--- src/design/fpc_pkg.sv ---
package fpc_pkg;

  // Largest payload the parser buffers; the payload memory has this many entries.
  localparam int MAX_PAYLOAD = 32;
  localparam int PAY_AW      = (MAX_PAYLOAD > 1) ? $clog2(MAX_PAYLOAD) : 1;
  localparam int FILL_W      = $clog2(MAX_PAYLOAD + 1);
  localparam logic [7:0] MAX_LEN = 8'(MAX_PAYLOAD);

  // Field widths fixed by the frame format.
  localparam int ST_W       = 3;
  localparam int IDX_W      = 5;
  localparam int CFG_IDX_W  = 2;
  localparam int CFG_DATA_W = 16;

  // Result status codes.
  localparam logic [ST_W-1:0] ST_GOOD  = 3'd0;
  localparam logic [ST_W-1:0] ST_LEN   = 3'd1;
  localparam logic [ST_W-1:0] ST_CRC   = 3'd2;
  localparam logic [ST_W-1:0] ST_KIND  = 3'd3;
  localparam logic [ST_W-1:0] ST_BCAST = 3'd4;

  // Configuration register indexes.
  localparam logic [CFG_IDX_W-1:0] CFG_SYNC_FIRST  = 2'd0;
  localparam logic [CFG_IDX_W-1:0] CFG_SYNC_SECOND = 2'd1;
  localparam logic [CFG_IDX_W-1:0] CFG_GAP_TIMEOUT = 2'd2;

  localparam logic [7:0]  BCAST_ADDR = 8'hFF;
  localparam logic [15:0] CRC_INIT   = 16'hFFFF;
  localparam logic [15:0] CRC_POLY   = 16'hA001;

  // Request from the parser to the result stage, with the header it reports.
  typedef struct packed {
    logic            single;
    logic            run;
    logic [ST_W-1:0] status;
    logic [7:0]      dest;
    logic [7:0]      source;
    logic [7:0]      kind;
    logic [7:0]      seq;
    logic [7:0]      len;
  } fpc_req_t;

  // One byte of the reflected CRC-16/MODBUS update.
  function automatic logic [15:0] crc16_byte(input logic [15:0] crc, input logic [7:0] b);
    logic [15:0] c;
    c = crc ^ {8'h00, b};
    for (int i = 0; i < 8; i++) begin
      c = c[0] ? ((c >> 1) ^ CRC_POLY) : (c >> 1);
    end
    return c;
  endfunction

endpackage

--- src/design/fpc_emitter.sv ---
module fpc_emitter (
  input  logic                       clk,
  input  logic                       rst,
  input  fpc_pkg::fpc_req_t          req,
  input  logic                       wr_en,
  input  logic [fpc_pkg::PAY_AW-1:0] wr_addr,
  input  logic [7:0]                 wr_data,
  input  logic                       out_stall,
  output logic                       out_valid,
  output logic                       run_busy,
  output logic [fpc_pkg::ST_W-1:0]   status,
  output logic [7:0]                 dest_addr,
  output logic [7:0]                 source_addr,
  output logic [7:0]                 msg_kind,
  output logic [7:0]                 seq_num,
  output logic [7:0]                 payload_len,
  output logic                       has_data,
  output logic [7:0]                 data_byte,
  output logic [fpc_pkg::IDX_W-1:0]  data_index,
  output logic                       last
);
  import fpc_pkg::*;

  logic [7:0]        mem [MAX_PAYLOAD];
  logic [7:0]        rd_data;
  logic [PAY_AW-1:0] rd_idx;
  logic [PAY_AW-1:0] rd_pos;
  logic              rd_pending;
  logic              out_free;
  logic              rd_issue;
  logic              rd_last;

  // The output register can take a word when it is empty or being taken now.
  assign out_free = !out_valid || !out_stall;
  // One read in flight at a time, and only when its word has a place to land.
  assign rd_issue = run_busy && !rd_pending && out_free;
  assign rd_last  = ((8'(rd_pos) + 8'd1) == req.len);

  // Payload memory. Writes come only while a frame is parsed and reads only
  // during a run, when the input side is stalled, so the two never overlap.
  always_ff @(posedge clk) begin
    if (wr_en) begin
      mem[wr_addr] <= wr_data;
    end
    rd_data <= mem[rd_idx];
  end

  // Run sequencing.
  always_ff @(posedge clk) begin
    if (rst) begin
      run_busy   <= 1'b0;
      rd_pending <= 1'b0;
      rd_idx     <= '0;
      rd_pos     <= '0;
    end else begin
      if (req.run) begin
        run_busy <= 1'b1;
        rd_idx   <= '0;
      end
      if (rd_issue) begin
        rd_pending <= 1'b1;
        rd_pos     <= rd_idx;
        rd_idx     <= rd_idx + 1'b1;
      end
      if (rd_pending) begin
        rd_pending <= 1'b0;
        if (rd_last) begin
          run_busy <= 1'b0;
        end
      end
    end
  end

  // Output register control.
  always_ff @(posedge clk) begin
    if (rst) begin
      out_valid <= 1'b0;
    end else if (req.single || rd_pending) begin
      out_valid <= 1'b1;
    end else if (!out_stall) begin
      out_valid <= 1'b0;
    end
  end

  // Output register word.
  always_ff @(posedge clk) begin
    if (req.single || rd_pending) begin
      dest_addr   <= req.dest;
      source_addr <= req.source;
      msg_kind    <= req.kind;
      seq_num     <= req.seq;
      payload_len <= req.len;
    end
    if (req.single) begin
      status     <= req.status;
      has_data   <= 1'b0;
      data_byte  <= 8'h00;
      data_index <= '0;
      last       <= 1'b1;
    end else if (rd_pending) begin
      status     <= ST_GOOD;
      has_data   <= 1'b1;
      data_byte  <= rd_data;
      data_index <= IDX_W'(rd_pos);
      last       <= rd_last;
    end
  end

`ifndef SYNTHESIS
  // A read result always finds the output register empty.
  a_pending_lands: assert property (@(posedge clk) disable iff (rst)
    rd_pending |-> !out_valid)
    else $error("payload read returned while the output register was full");

  // Reads are only in flight during a run.
  a_pending_in_run: assert property (@(posedge clk) disable iff (rst)
    rd_pending |-> run_busy)
    else $error("payload read outside a run");

  // A run starts with the output register drained.
  a_run_start_clear: assert property (@(posedge clk) disable iff (rst)
    $rose(run_busy) |-> !out_valid)
    else $error("run started over a waiting word");
`endif

endmodule

--- src/design/frame_parser_crc16_core.sv ---
// Channel   Direction  Handshake            Word
// input     in         in_valid/in_stall    rx_byte, now_ms
// output    out        out_valid/out_stall  status, header bytes, payload byte, index, last
// config    in         cfg_write            cfg_index, cfg_data
//
// A received byte is accepted at a clock edge; the parser state updates at that edge.
// A good frame's payload leaves one word at a time, with the next payload read issued only once
// the last word has landed, as set by the registered read of the payload memory feeding the single output register.
// The input stalls during a payload run, and in the length and CRC-high phases
// while the output register holds a word that is stalled.
// Reset is synchronous; the payload memory needs no clearing pass.
module frame_parser_crc16_core (
  input  logic                           clk,
  input  logic                           rst,
  input  logic                           cfg_write,
  input  logic [fpc_pkg::CFG_IDX_W-1:0]  cfg_index,
  input  logic [fpc_pkg::CFG_DATA_W-1:0] cfg_data,
  input  logic                           in_valid,
  output logic                           in_stall,
  input  logic [7:0]                     rx_byte,
  input  logic [31:0]                    now_ms,
  output logic                           out_valid,
  input  logic                           out_stall,
  output logic [fpc_pkg::ST_W-1:0]       status,
  output logic [7:0]                     dest_addr,
  output logic [7:0]                     source_addr,
  output logic [7:0]                     msg_kind,
  output logic [7:0]                     seq_num,
  output logic [7:0]                     payload_len,
  output logic                           has_data,
  output logic [7:0]                     data_byte,
  output logic [fpc_pkg::IDX_W-1:0]      data_index,
  output logic                           last
);
  import fpc_pkg::*;

  localparam logic [3:0] PH_SYNC1 = 4'd0;
  localparam logic [3:0] PH_SYNC2 = 4'd1;
  localparam logic [3:0] PH_DST   = 4'd2;
  localparam logic [3:0] PH_SRC   = 4'd3;
  localparam logic [3:0] PH_KIND  = 4'd4;
  localparam logic [3:0] PH_SEQ   = 4'd5;
  localparam logic [3:0] PH_LEN   = 4'd6;
  localparam logic [3:0] PH_DATA  = 4'd7;
  localparam logic [3:0] PH_CRCLO = 4'd8;
  localparam logic [3:0] PH_CRCHI = 4'd9;

  logic [7:0]  sync_first;
  logic [7:0]  sync_second;
  logic [15:0] gap_timeout_ms;

  logic [3:0]        phase, phase_next;
  logic [7:0]        hdr_dest, hdr_dest_next;
  logic [7:0]        hdr_source, hdr_source_next;
  logic [7:0]        hdr_kind, hdr_kind_next;
  logic [7:0]        hdr_seq, hdr_seq_next;
  logic [7:0]        hdr_len, hdr_len_next;
  logic [FILL_W-1:0] fill_count, fill_count_next;
  logic [15:0]       running_crc, running_crc_next;
  logic [7:0]        crc_low_byte, crc_low_byte_next;
  logic [31:0]       prev_time, prev_time_next;

  logic              accept;
  logic              timed_out;
  logic              clear_now;
  logic [3:0]        work_phase;
  logic [15:0]       crc_step;
  logic [FILL_W-1:0] fill_inc;
  logic [ST_W-1:0]   check_status;
  logic              run_busy;
  logic              wr_en;
  fpc_req_t          req;

  // Configuration registers.
  always_ff @(posedge clk) begin
    if (rst) begin
      sync_first     <= 8'hAA;
      sync_second    <= 8'h55;
      gap_timeout_ms <= 16'd50;
    end else if (cfg_write) begin
      unique case (cfg_index)
        CFG_SYNC_FIRST:  sync_first     <= cfg_data[7:0];
        CFG_SYNC_SECOND: sync_second    <= cfg_data[7:0];
        CFG_GAP_TIMEOUT: gap_timeout_ms <= cfg_data;
        default: ;
      endcase
    end
  end

  // Hold bytes off during a run, and in the phases that may produce a
  // result while the output register is stalled.
  assign in_stall = run_busy ||
                    (out_valid && out_stall && (phase == PH_LEN || phase == PH_CRCHI));
  assign accept   = in_valid && !in_stall;

  // Inter-byte gap with wrapping subtraction.
  assign timed_out  = (phase != PH_SYNC1) && ((now_ms - prev_time) > {16'h0000, gap_timeout_ms});
  assign work_phase = timed_out ? PH_SYNC1 : phase;
  assign crc_step   = crc16_byte(running_crc, rx_byte);
  assign fill_inc   = fill_count + 1'b1;

  // Frame checks, in priority order.
  always_comb begin
    if ({rx_byte, crc_low_byte} != running_crc) begin
      check_status = ST_CRC;
    end else if (hdr_kind == 8'h00) begin
      check_status = ST_KIND;
    end else if (hdr_source == BCAST_ADDR) begin
      check_status = ST_BCAST;
    end else begin
      check_status = ST_GOOD;
    end
  end

  // Parser next state.
  always_comb begin
    phase_next        = phase;
    hdr_dest_next     = hdr_dest;
    hdr_source_next   = hdr_source;
    hdr_kind_next     = hdr_kind;
    hdr_seq_next      = hdr_seq;
    hdr_len_next      = hdr_len;
    fill_count_next   = fill_count;
    running_crc_next  = running_crc;
    crc_low_byte_next = crc_low_byte;
    prev_time_next    = prev_time;
    clear_now         = 1'b0;
    wr_en             = 1'b0;
    req.single        = 1'b0;
    req.run           = 1'b0;
    req.status        = ST_GOOD;
    req.dest          = hdr_dest;
    req.source        = hdr_source;
    req.kind          = hdr_kind;
    req.seq           = hdr_seq;
    req.len           = hdr_len;
    if (accept) begin
      prev_time_next = now_ms;
      // A late byte drops the partial frame and is handled as idle.
      if (timed_out) begin
        phase_next        = PH_SYNC1;
        hdr_dest_next     = 8'h00;
        hdr_source_next   = 8'h00;
        hdr_kind_next     = 8'h00;
        hdr_seq_next      = 8'h00;
        hdr_len_next      = 8'h00;
        fill_count_next   = '0;
        running_crc_next  = CRC_INIT;
        crc_low_byte_next = 8'h00;
      end
      unique case (work_phase)
        PH_SYNC1: begin
          if (rx_byte == sync_first) begin
            phase_next = PH_SYNC2;
          end
        end
        PH_SYNC2: begin
          // The second sync wins when both sync values are equal.
          if (rx_byte == sync_second) begin
            phase_next       = PH_DST;
            running_crc_next = CRC_INIT;
          end else if (rx_byte != sync_first) begin
            phase_next = PH_SYNC1;
          end
        end
        PH_DST: begin
          hdr_dest_next    = rx_byte;
          running_crc_next = crc_step;
          phase_next       = PH_SRC;
        end
        PH_SRC: begin
          hdr_source_next  = rx_byte;
          running_crc_next = crc_step;
          phase_next       = PH_KIND;
        end
        PH_KIND: begin
          hdr_kind_next    = rx_byte;
          running_crc_next = crc_step;
          phase_next       = PH_SEQ;
        end
        PH_SEQ: begin
          hdr_seq_next     = rx_byte;
          running_crc_next = crc_step;
          phase_next       = PH_LEN;
        end
        PH_LEN: begin
          hdr_len_next     = rx_byte;
          running_crc_next = crc_step;
          fill_count_next  = '0;
          if (rx_byte > MAX_LEN) begin
            req.single = 1'b1;
            req.status = ST_LEN;
            req.len    = rx_byte;
            clear_now  = 1'b1;
          end else if (rx_byte == 8'h00) begin
            phase_next = PH_CRCLO;
          end else begin
            phase_next = PH_DATA;
          end
        end
        PH_DATA: begin
          wr_en            = (fill_count < FILL_W'(MAX_PAYLOAD));
          running_crc_next = crc_step;
          fill_count_next  = fill_inc;
          if (8'(fill_inc) >= hdr_len) begin
            phase_next = PH_CRCLO;
          end
        end
        PH_CRCLO: begin
          crc_low_byte_next = rx_byte;
          phase_next        = PH_CRCHI;
        end
        PH_CRCHI: begin
          phase_next = PH_SYNC1;
          if (check_status != ST_GOOD) begin
            req.single = 1'b1;
            req.status = check_status;
            clear_now  = 1'b1;
          end else if (hdr_len == 8'h00) begin
            req.single = 1'b1;
          end else begin
            req.run = 1'b1;
          end
        end
        default: begin
          clear_now = 1'b1;
        end
      endcase
      // Rejected frames and stray phase codes resynchronize.
      if (clear_now) begin
        phase_next        = PH_SYNC1;
        hdr_dest_next     = 8'h00;
        hdr_source_next   = 8'h00;
        hdr_kind_next     = 8'h00;
        hdr_seq_next      = 8'h00;
        hdr_len_next      = 8'h00;
        fill_count_next   = '0;
        running_crc_next  = CRC_INIT;
        crc_low_byte_next = 8'h00;
      end
    end
  end

  // Parser state registers.
  always_ff @(posedge clk) begin
    if (rst) begin
      phase        <= PH_SYNC1;
      hdr_dest     <= 8'h00;
      hdr_source   <= 8'h00;
      hdr_kind     <= 8'h00;
      hdr_seq      <= 8'h00;
      hdr_len      <= 8'h00;
      fill_count   <= '0;
      running_crc  <= CRC_INIT;
      crc_low_byte <= 8'h00;
      prev_time    <= 32'h0000_0000;
    end else begin
      phase        <= phase_next;
      hdr_dest     <= hdr_dest_next;
      hdr_source   <= hdr_source_next;
      hdr_kind     <= hdr_kind_next;
      hdr_seq      <= hdr_seq_next;
      hdr_len      <= hdr_len_next;
      fill_count   <= fill_count_next;
      running_crc  <= running_crc_next;
      crc_low_byte <= crc_low_byte_next;
      prev_time    <= prev_time_next;
    end
  end

  // Payload store and result sequencing.
  fpc_emitter u_emitter (
    .clk         (clk),
    .rst         (rst),
    .req         (req),
    .wr_en       (wr_en),
    .wr_addr     (fill_count[PAY_AW-1:0]),
    .wr_data     (rx_byte),
    .out_stall   (out_stall),
    .out_valid   (out_valid),
    .run_busy    (run_busy),
    .status      (status),
    .dest_addr   (dest_addr),
    .source_addr (source_addr),
    .msg_kind    (msg_kind),
    .seq_num     (seq_num),
    .payload_len (payload_len),
    .has_data    (has_data),
    .data_byte   (data_byte),
    .data_index  (data_index),
    .last        (last)
  );

`ifndef SYNTHESIS
  // A single result is never issued over a stalled word.
  a_single_has_room: assert property (@(posedge clk) disable iff (rst)
    req.single |-> !(out_valid && out_stall))
    else $error("single result issued while the output register was stalled");

  // A new run never starts inside another.
  a_run_not_nested: assert property (@(posedge clk) disable iff (rst)
    req.run |-> !run_busy)
    else $error("payload run started while one was active");

  // While collecting payload the fill count stays below the length.
  a_fill_below_len: assert property (@(posedge clk) disable iff (rst)
    (phase == PH_DATA) |-> (8'(fill_count) < hdr_len))
    else $error("payload fill count reached the length inside the data phase");
`endif

endmodule

--- config.mk ---
export PLATFORM = sky130hd
export DESIGN_NAME = frame_parser_crc16_core
export DESIGN_NICKNAME = d
export VERILOG_FILES = /design/src/design/fpc_pkg.sv /design/src/design/fpc_emitter.sv /design/src/design/frame_parser_crc16_core.sv
export SDC_FILE = /design/constraint.sdc
export NUM_CORES = 1
export LEC_CHECK = 0
export ABC_CLOCK_PERIOD_IN_PS = 7590
export BUFFER_PORTS_ARGS = -buffer_cell sky130_fd_sc_hd__buf_2
export CAP_MARGIN = 0
export CORE_MARGIN = 4
export CORE_UTILIZATION = 35
export CTS_CLUSTER_DIAMETER = 80
export DETAILED_ROUTE_END_ITERATION = 10
export GPL_TIMING_DRIVEN = 0
export PLACE_DENSITY = 0.51
export SYNTH_ARGS = -nofsm -noshare
export SYNTH_HDL_FRONTEND = slang
export SYNTH_SLANG_ARGS = --single-unit
--- constraint.sdc ---
create_clock -name clk -period 7.59 [get_ports clk]
set_input_delay 0.3795 -clock clk [delete_from_list [all_inputs] [get_ports clk]]
set_output_delay 0.3795 -clock clk [all_outputs]
set_load 0.01 [all_outputs]
### Yosys cells after proc, flatten, opt, wreduce, memory -nomap -nowiden

Memories as Yosys holds them, arrays and structs flattened. A register that Yosys moved wholly into a read port is not among the register bits.
Cells that the tools add are included.

* bits in registers: 209
* memory bits (writable): 256
* input port bits: 63
* output and inout port bits: 60
* memories: 1

Memories
* u_emitter.mem: words 32, bits a word 8, rd ports 1, clocked after Yosys merged registers in 1, write ports 1, RTL line fpc_emitter.sv:24 `logic [7:0] mem [MAX_PAYLOAD];`

* add/sub/neg operators: 4
* magnitude comparators: 4
* equality and inequality tests: 20
* multiplexer cells: 71
* bitwise gates (word level): 9
* reductions and logical operators: 43

Operator list (number)
* 16-bit two-way mux: 11
* 8-bit two-way mux: 16
* 4-bit case mux with 10 select lines: 1
* 32-bit by 16-bit > comparator with 1-bit output: 1
* 4-bit two-way mux: 8
* 16-bit case mux with 2 select lines: 1
* 32-bit subtractor: 1
* 8-bit == test: 3
* 8-bit zero test: 3
* 2-bit inverter with 3-bit output: 8
* 3-bit nonzero test: 7
* 4-bit by 3-bit == test with 1-bit output (second input constant): 5
* 2-bit AND reduction: 10
* 1-bit two-way mux: 19
* 3-bit two-way mux: 6
* 16-bit inequality test: 1
* 16-bit by 8-bit XOR with 16-bit output: 1
* 5-bit two-way mux: 3
* 4-bit == test (second input constant): 3
* 6-bit two-way mux: 2
* 6-bit case mux with 2 select lines: 1
* 4-bit by 2-bit == test with 1-bit output (second input constant): 2
* 8-bit == test (second input constant): 1
* 6-bit by 8-bit greater-or-equal comparator with 1-bit output: 1
* other kinds (23): 36

### Longest topological paths before layout

* depth after elaboration: 19
* mapped depth: 24

### By module

From an unflattened synthesis, not the netlist that was laid out.

* cells, all modules: 1696
* area total of the unflattened synthesis: 21373.0 um2

By module, submodules not included
* fpc_emitter: times used 1, cells an instance 601, area each 12563.3 um2, seq. area each 9699.3 um2
* frame_parser_crc16_core: times used 1, cells an instance 1095, area each 8809.7 um2, seq. area each 2762.6 um2

### Worst setup path after synthesis

OpenSTA, ideal clock, no wires.

* kind: input to register
* start point: input port now_ms[0]
* end point: register u_emitter.dest_addr[0], enable pin
* arrival time: 5.601 ns
* setup slack: 1.588 ns
* stages: 23
* path buffers: 2
* cell sequence: inv_1 > ha_1 > fa_1 > nor2b_1 > o2111ai_1 > a211oi_1 > nor2_1 > xnor2_1 > ha_1 > nand4_1 > inv_1 > a221oi_1 > a31oi_1 > a31o_2 > nor4_1 > nand4_1 > or4_1 > buf_2 > or2_1 > buf_2 > nor2_2 > inv_1 > nand2_1

* longest elaborated chain between the ends: 8
* elaborated cells between the ends (all ways): 9

RTL lines
* start, declared: RTL line frame_parser_crc16_core.sv:21 `input logic [31:0] now_ms,`
* 32-bit subtractor *: RTL line frame_parser_crc16_core.sv:97 `assign timed_out = (phase != PH_SYNC1) && ((now_ms - prev_time) > {16'h0000, gap_timeout_ms});`
* 32-bit by 16-bit > comparator with 1-bit output *: RTL line frame_parser_crc16_core.sv:97
* 1-bit logical AND *: RTL line frame_parser_crc16_core.sv:97
* 4-bit two-way mux *: RTL line frame_parser_crc16_core.sv:98 `assign work_phase = timed_out ? PH_SYNC1 : phase;`
* 4-bit == test / 4-bit by 3-bit == test with 1-bit output (equally long branches): RTL line frame_parser_crc16_core.sv:151 `unique case (work_phase)`
* 1-bit case mux with 2 select lines *: RTL line frame_parser_crc16_core.sv:151
* 5-bit two-way mux *: RTL line frame_parser_crc16_core.sv:137 `if (accept) begin`
* 1-bit logical OR *: RTL line fpc_emitter.sv:87 `if (req.single || rd_pending) begin`
* end signal, assigned: RTL line fpc_emitter.sv:88 `dest_addr <= req.dest;`
* end, declared: RTL line fpc_emitter.sv:12 `output logic [7:0] dest_addr,`

Mark *: on every way between the ends. The rest lies on a longest branch, timed or not.
A chain may end at the register's enable or synchronous reset.

### Final worst setup path

* start point: input port now_ms[0]
* end point: memory u_emitter.mem[17][2], enable pin

* longest elaborated chain between the ends: 9

RTL lines
* 32-bit subtractor: RTL line frame_parser_crc16_core.sv:97
* 32-bit by 16-bit > comparator with 1-bit output: RTL line frame_parser_crc16_core.sv:97
* 1-bit logical AND: RTL line frame_parser_crc16_core.sv:97
* 4-bit two-way mux: RTL line frame_parser_crc16_core.sv:98
* 4-bit by 3-bit == test with 1-bit output: RTL line frame_parser_crc16_core.sv:151
* 1-bit two-way mux: RTL line frame_parser_crc16_core.sv:151
* 1-bit two-way mux: RTL line frame_parser_crc16_core.sv:137
* 1-bit two-way mux: RTL line fpc_emitter.sv:42 `if (wr_en) begin`
* 1-bit two-way mux (not written as such): RTL line fpc_emitter.sv:43 `mem[wr_addr] <= wr_data;`
* end, declared: RTL line fpc_emitter.sv:24

No other way between the ends.

==> out/metrics.yaml <==
outcome: "complete, no violations"
antenna_found_initial: 1
post_drt_wl_per_cell_um: 21.1
grt.overflow.total: 0
grt_max_degree: 37
cts_sinks: 473
cts_max_level: 2
syn_to_final_growth_pct: 16.2
rows: 90
final_cell_mix: "edfxtp_1, dfxtp_1, nand2_1"
yosysSeqAreaShare_pct: 57.8
cts.clk_slew.worst_paths_ns: 0.06
boundaryPins: 123
grt_pass1_wl_mm: 88.3
vias: 14500
synth-edff-count: 299
start_kind: "primary input"
r2r_slack_ns: 0.51
critPathMaxStageDelay_ns: 0.76
setup_viol: 0
synth_top_family_by_area: "simple AND/OR/NAND/NOR gates"
fp.dieArea_um2: 65600
syn_inst: 1739
first_pass_iters: 5
post-route-period-util_pct: 95.2
viasPerCell: 5.27
cts_tree: "done"
drt_wl_total_mm: 58.2
drive_gt1_share_pct: 19.0
ctsRootBufferMaster: "clkbuf_16"
endpoint_kind: "flop"
min_period_ns: 7.23
die_h_um: 256
fin_worst_skew_ns: 0.0194
dp_hpwl_mm: 41.2
cap_violations: 0
cts_buffer_depth: 3
slew_violations: 0
drc: 0
synth_ff_type: "edfxtp_1"
cts-buffers-inserted: 51
hp-start: "now_ms[12]"
cp.arrival_ns: 7.45
max_slew_margin_pct: 27.8
rsz0062_at_grt: "true"
die_w_um: 256
core_um2: 60700
hp-class: "in -> reg"
synth-simple-area-share_pct: 11.7
timing.fmax_mhz: 138
antenna_cells: 0
worstMarginPinSlew_ns: 1.07
setup_tns_ns: 0
r2r_start: "prev_time[0]"
p_leak_nw: 8.42
clk_latency_ns: 0.61
synth-xor-area-share_pct: 3.56
synthMuxAreaShare_pct: 10.2
postLayoutCoreUtil_pct: 41.3
grt_pass1_vias: 14200
cp_data_required_time_ns: 7.82
criticalPathCategory: "in -> reg"
finalNetCount: 2052
fill_cells: 5693
critPathLaunch: "now_ms[0]"
dr.first_iter.drc_count: 1152
synth-adder-area-share_pct: 3.52
ant_nets: 0
cp_slowest_cell: "nor2_1"
synth.net_count: 1862
async_flop_share_pct: 0
synth_compound_area_share_pct: 10.1
initial_core_util_pct: 35.5
power_density_nw_per_um2: 225
io_buffers: 122
synth_cell_types: 93
layout_commonest_cell: "edfxtp_1"
cp_max_fo: 8
syn_area_per_cell_um2: 12.4
syn_area_um2: 21600
place.gp.congestion: 0.876
finalHoldViolations: 0
path_cells: "dlygate4sd3_1 > buf_2 > inv_1 > ha_1 > fa_1 > nor2b_1 > o2111ai_1 > a211oi_1 > nor2_1 > xnor2_1 > ha_1 > nand4_1 > inv_1 > a221oi_1 > a31oi_1 > a31o_2 > nor4_1 > nand4_1 > or4_1 > buf_2 > or2_1 > nor3_2 > nand2_1 > nor2_1"
grtUsageTotal_pct: 17.3
ir_drop_uv: 174
ys_warn_count: 0
synth-seq-cells: 473
flip-flops by register name, indices dropped and copies added, names as in the netlist, 6 cells and up:
register,cells
u_emitter.mem,256
prev_time,32
gap_timeout_ms,16
running_crc,16
crc_low_byte,8
hdr_dest,8
hdr_kind,8
hdr_len,8
hdr_seq,8
hdr_source,8
sync_first,8
sync_second,8
u_emitter.data_byte,8
u_emitter.dest_addr,8
u_emitter.msg_kind,8
u_emitter.payload_len,8
u_emitter.rd_data,8
u_emitter.seq_num,8
u_emitter.source_addr,8
fill_count,6
area by class of cell:
| class | count | area [um2] | area share (%) |
|---|---|---|---|
| inverters | 72 | 270 | 1.08 |
| well taps | 782 | 978 | 3.91 |
| multi-input cells | 1098 | 8490 | 33.9 |
| repair buffers | 137 | 771 | 3.08 |
| flip-flops and latches | 473 | 12500 | 49.7 |
| clock inverters | 23 | 219 | 0.874 |
| clock buffers | 72 | 1450 | 5.78 |
| plain buffers | 96 | 413 | 1.65 |
path summary, 6_finish.rpt:
kind | to | cells after the start
worst max-delay path | u_emitter.mem[17][2] | 24
worst min register to register | u_emitter.dest_addr[1] | 0
worst min-delay path | prev_time[12] | 3
worst max register to register | u_emitter.mem[17][2] | 21
report_power, final:
part / switching (W) / internal [W] / leakage, nW
logic: 0.000271 / 0.000155 / 3.49
clock network: 0.00105 / 0.00141 / 0.826
registers: 0.00000829 / 0.00274 / 4.11
total: 0.00133 / 0.00431 / 8.42
timing repair:
action | 4_1_cts | 5_1_grt
buffers inserted | 0 | 0
hold endpoints to repair | 14 | 0
hold buffers | 14 | 0
setup endpoints to repair | 0 | 256
resized for setup | 0 | 28
critical path: cells and delay by family:
| kind | cells | cell delay (ns) |
|---|---|---|
| simple gates | 10 | 3.51 |
| compound gates | 5 | 1.51 |
| buf+inv | 5 | 0.94 |
| fa+ha+maj | 3 | 0.88 |
| xor+xnor | 1 | 0.21 |
Yosys cell counts, types with 9 or more instances:
cell | number | area (um2)
a211o_1 | 12 | 105
o21a_1 | 14 | 105
nand2b_1 | 30 | 188
nor2_1 | 158 | 593
edfxtp_1 | 299 | 8980
a22oi_1 | 36 | 270
inv_1 | 72 | 270
ha_1 | 59 | 738
dfxtp_1 | 174 | 3480
a21oi_1 | 110 | 551
buf_2 | 14 | 70.1
nor3_1 | 20 | 100
or3_1 | 9 | 56.3
mux2i_1 | 27 | 270
nor2b_1 | 14 | 87.6
xor2_1 | 46 | 403
nand2_1 | 166 | 623
a21o_1 | 17 | 128
xnor2_1 | 39 | 342
o22ai_1 | 18 | 113
mux2_2 | 9 | 101
buf_1 | 19 | 71.3
nor4_1 | 15 | 93.8
clkbuf_1 | 56 | 210
mux4_2 | 80 | 1800
nand3_1 | 15 | 75.1
nand4_1 | 30 | 188
a22o_1 | 18 | 158
o21ai_0 | 33 | 165
stage by stage:
stage	area (um2)	instances	worst slack (ns)	power [W]	hold WS, ns
global placement	23100	2643	-0.271	0.00322	0.422
floorplan	21600	1739	1.59	0.00308	0.409
global route	25100	2753	-0.192	0.00587	0.0128
detailed placement	23200	2644	0.217	0.00323	0.427
CTS	25000	2753	0.297	0.00571	0.000565
finish	25100	2753	0.365	0.00564	0.0335
metal layers:
layer | GRT usage [%] | wire length [um] | vias up | part of all wire (%)
met5 | 0 | 13 | - | 0.022
met4 | 4.89 | 1380 | 2 | 2.4
met3 | 3.20 | 3280 | 85 | 5.6
met2 | 28.0 | 27200 | 398 | 47
met1 | 24.0 | 26400 | 7184 | 45
li1 | - | - | 6843 | -
cells by family (layout without fill, tap and decap cells):
family / after synthesis / after routing
AO/OA/AOI/OAI: 324 / 324
AND/OR/NAND/NOR: 511 / 511
buffers and inverters: 168 / 400
adder cells (fa/ha/maj): 60 / 60
flip-flops: 473 / 473
XOR/XNOR: 86 / 86
multiplexers: 117 / 117
(Power assumes the default switching activity.)
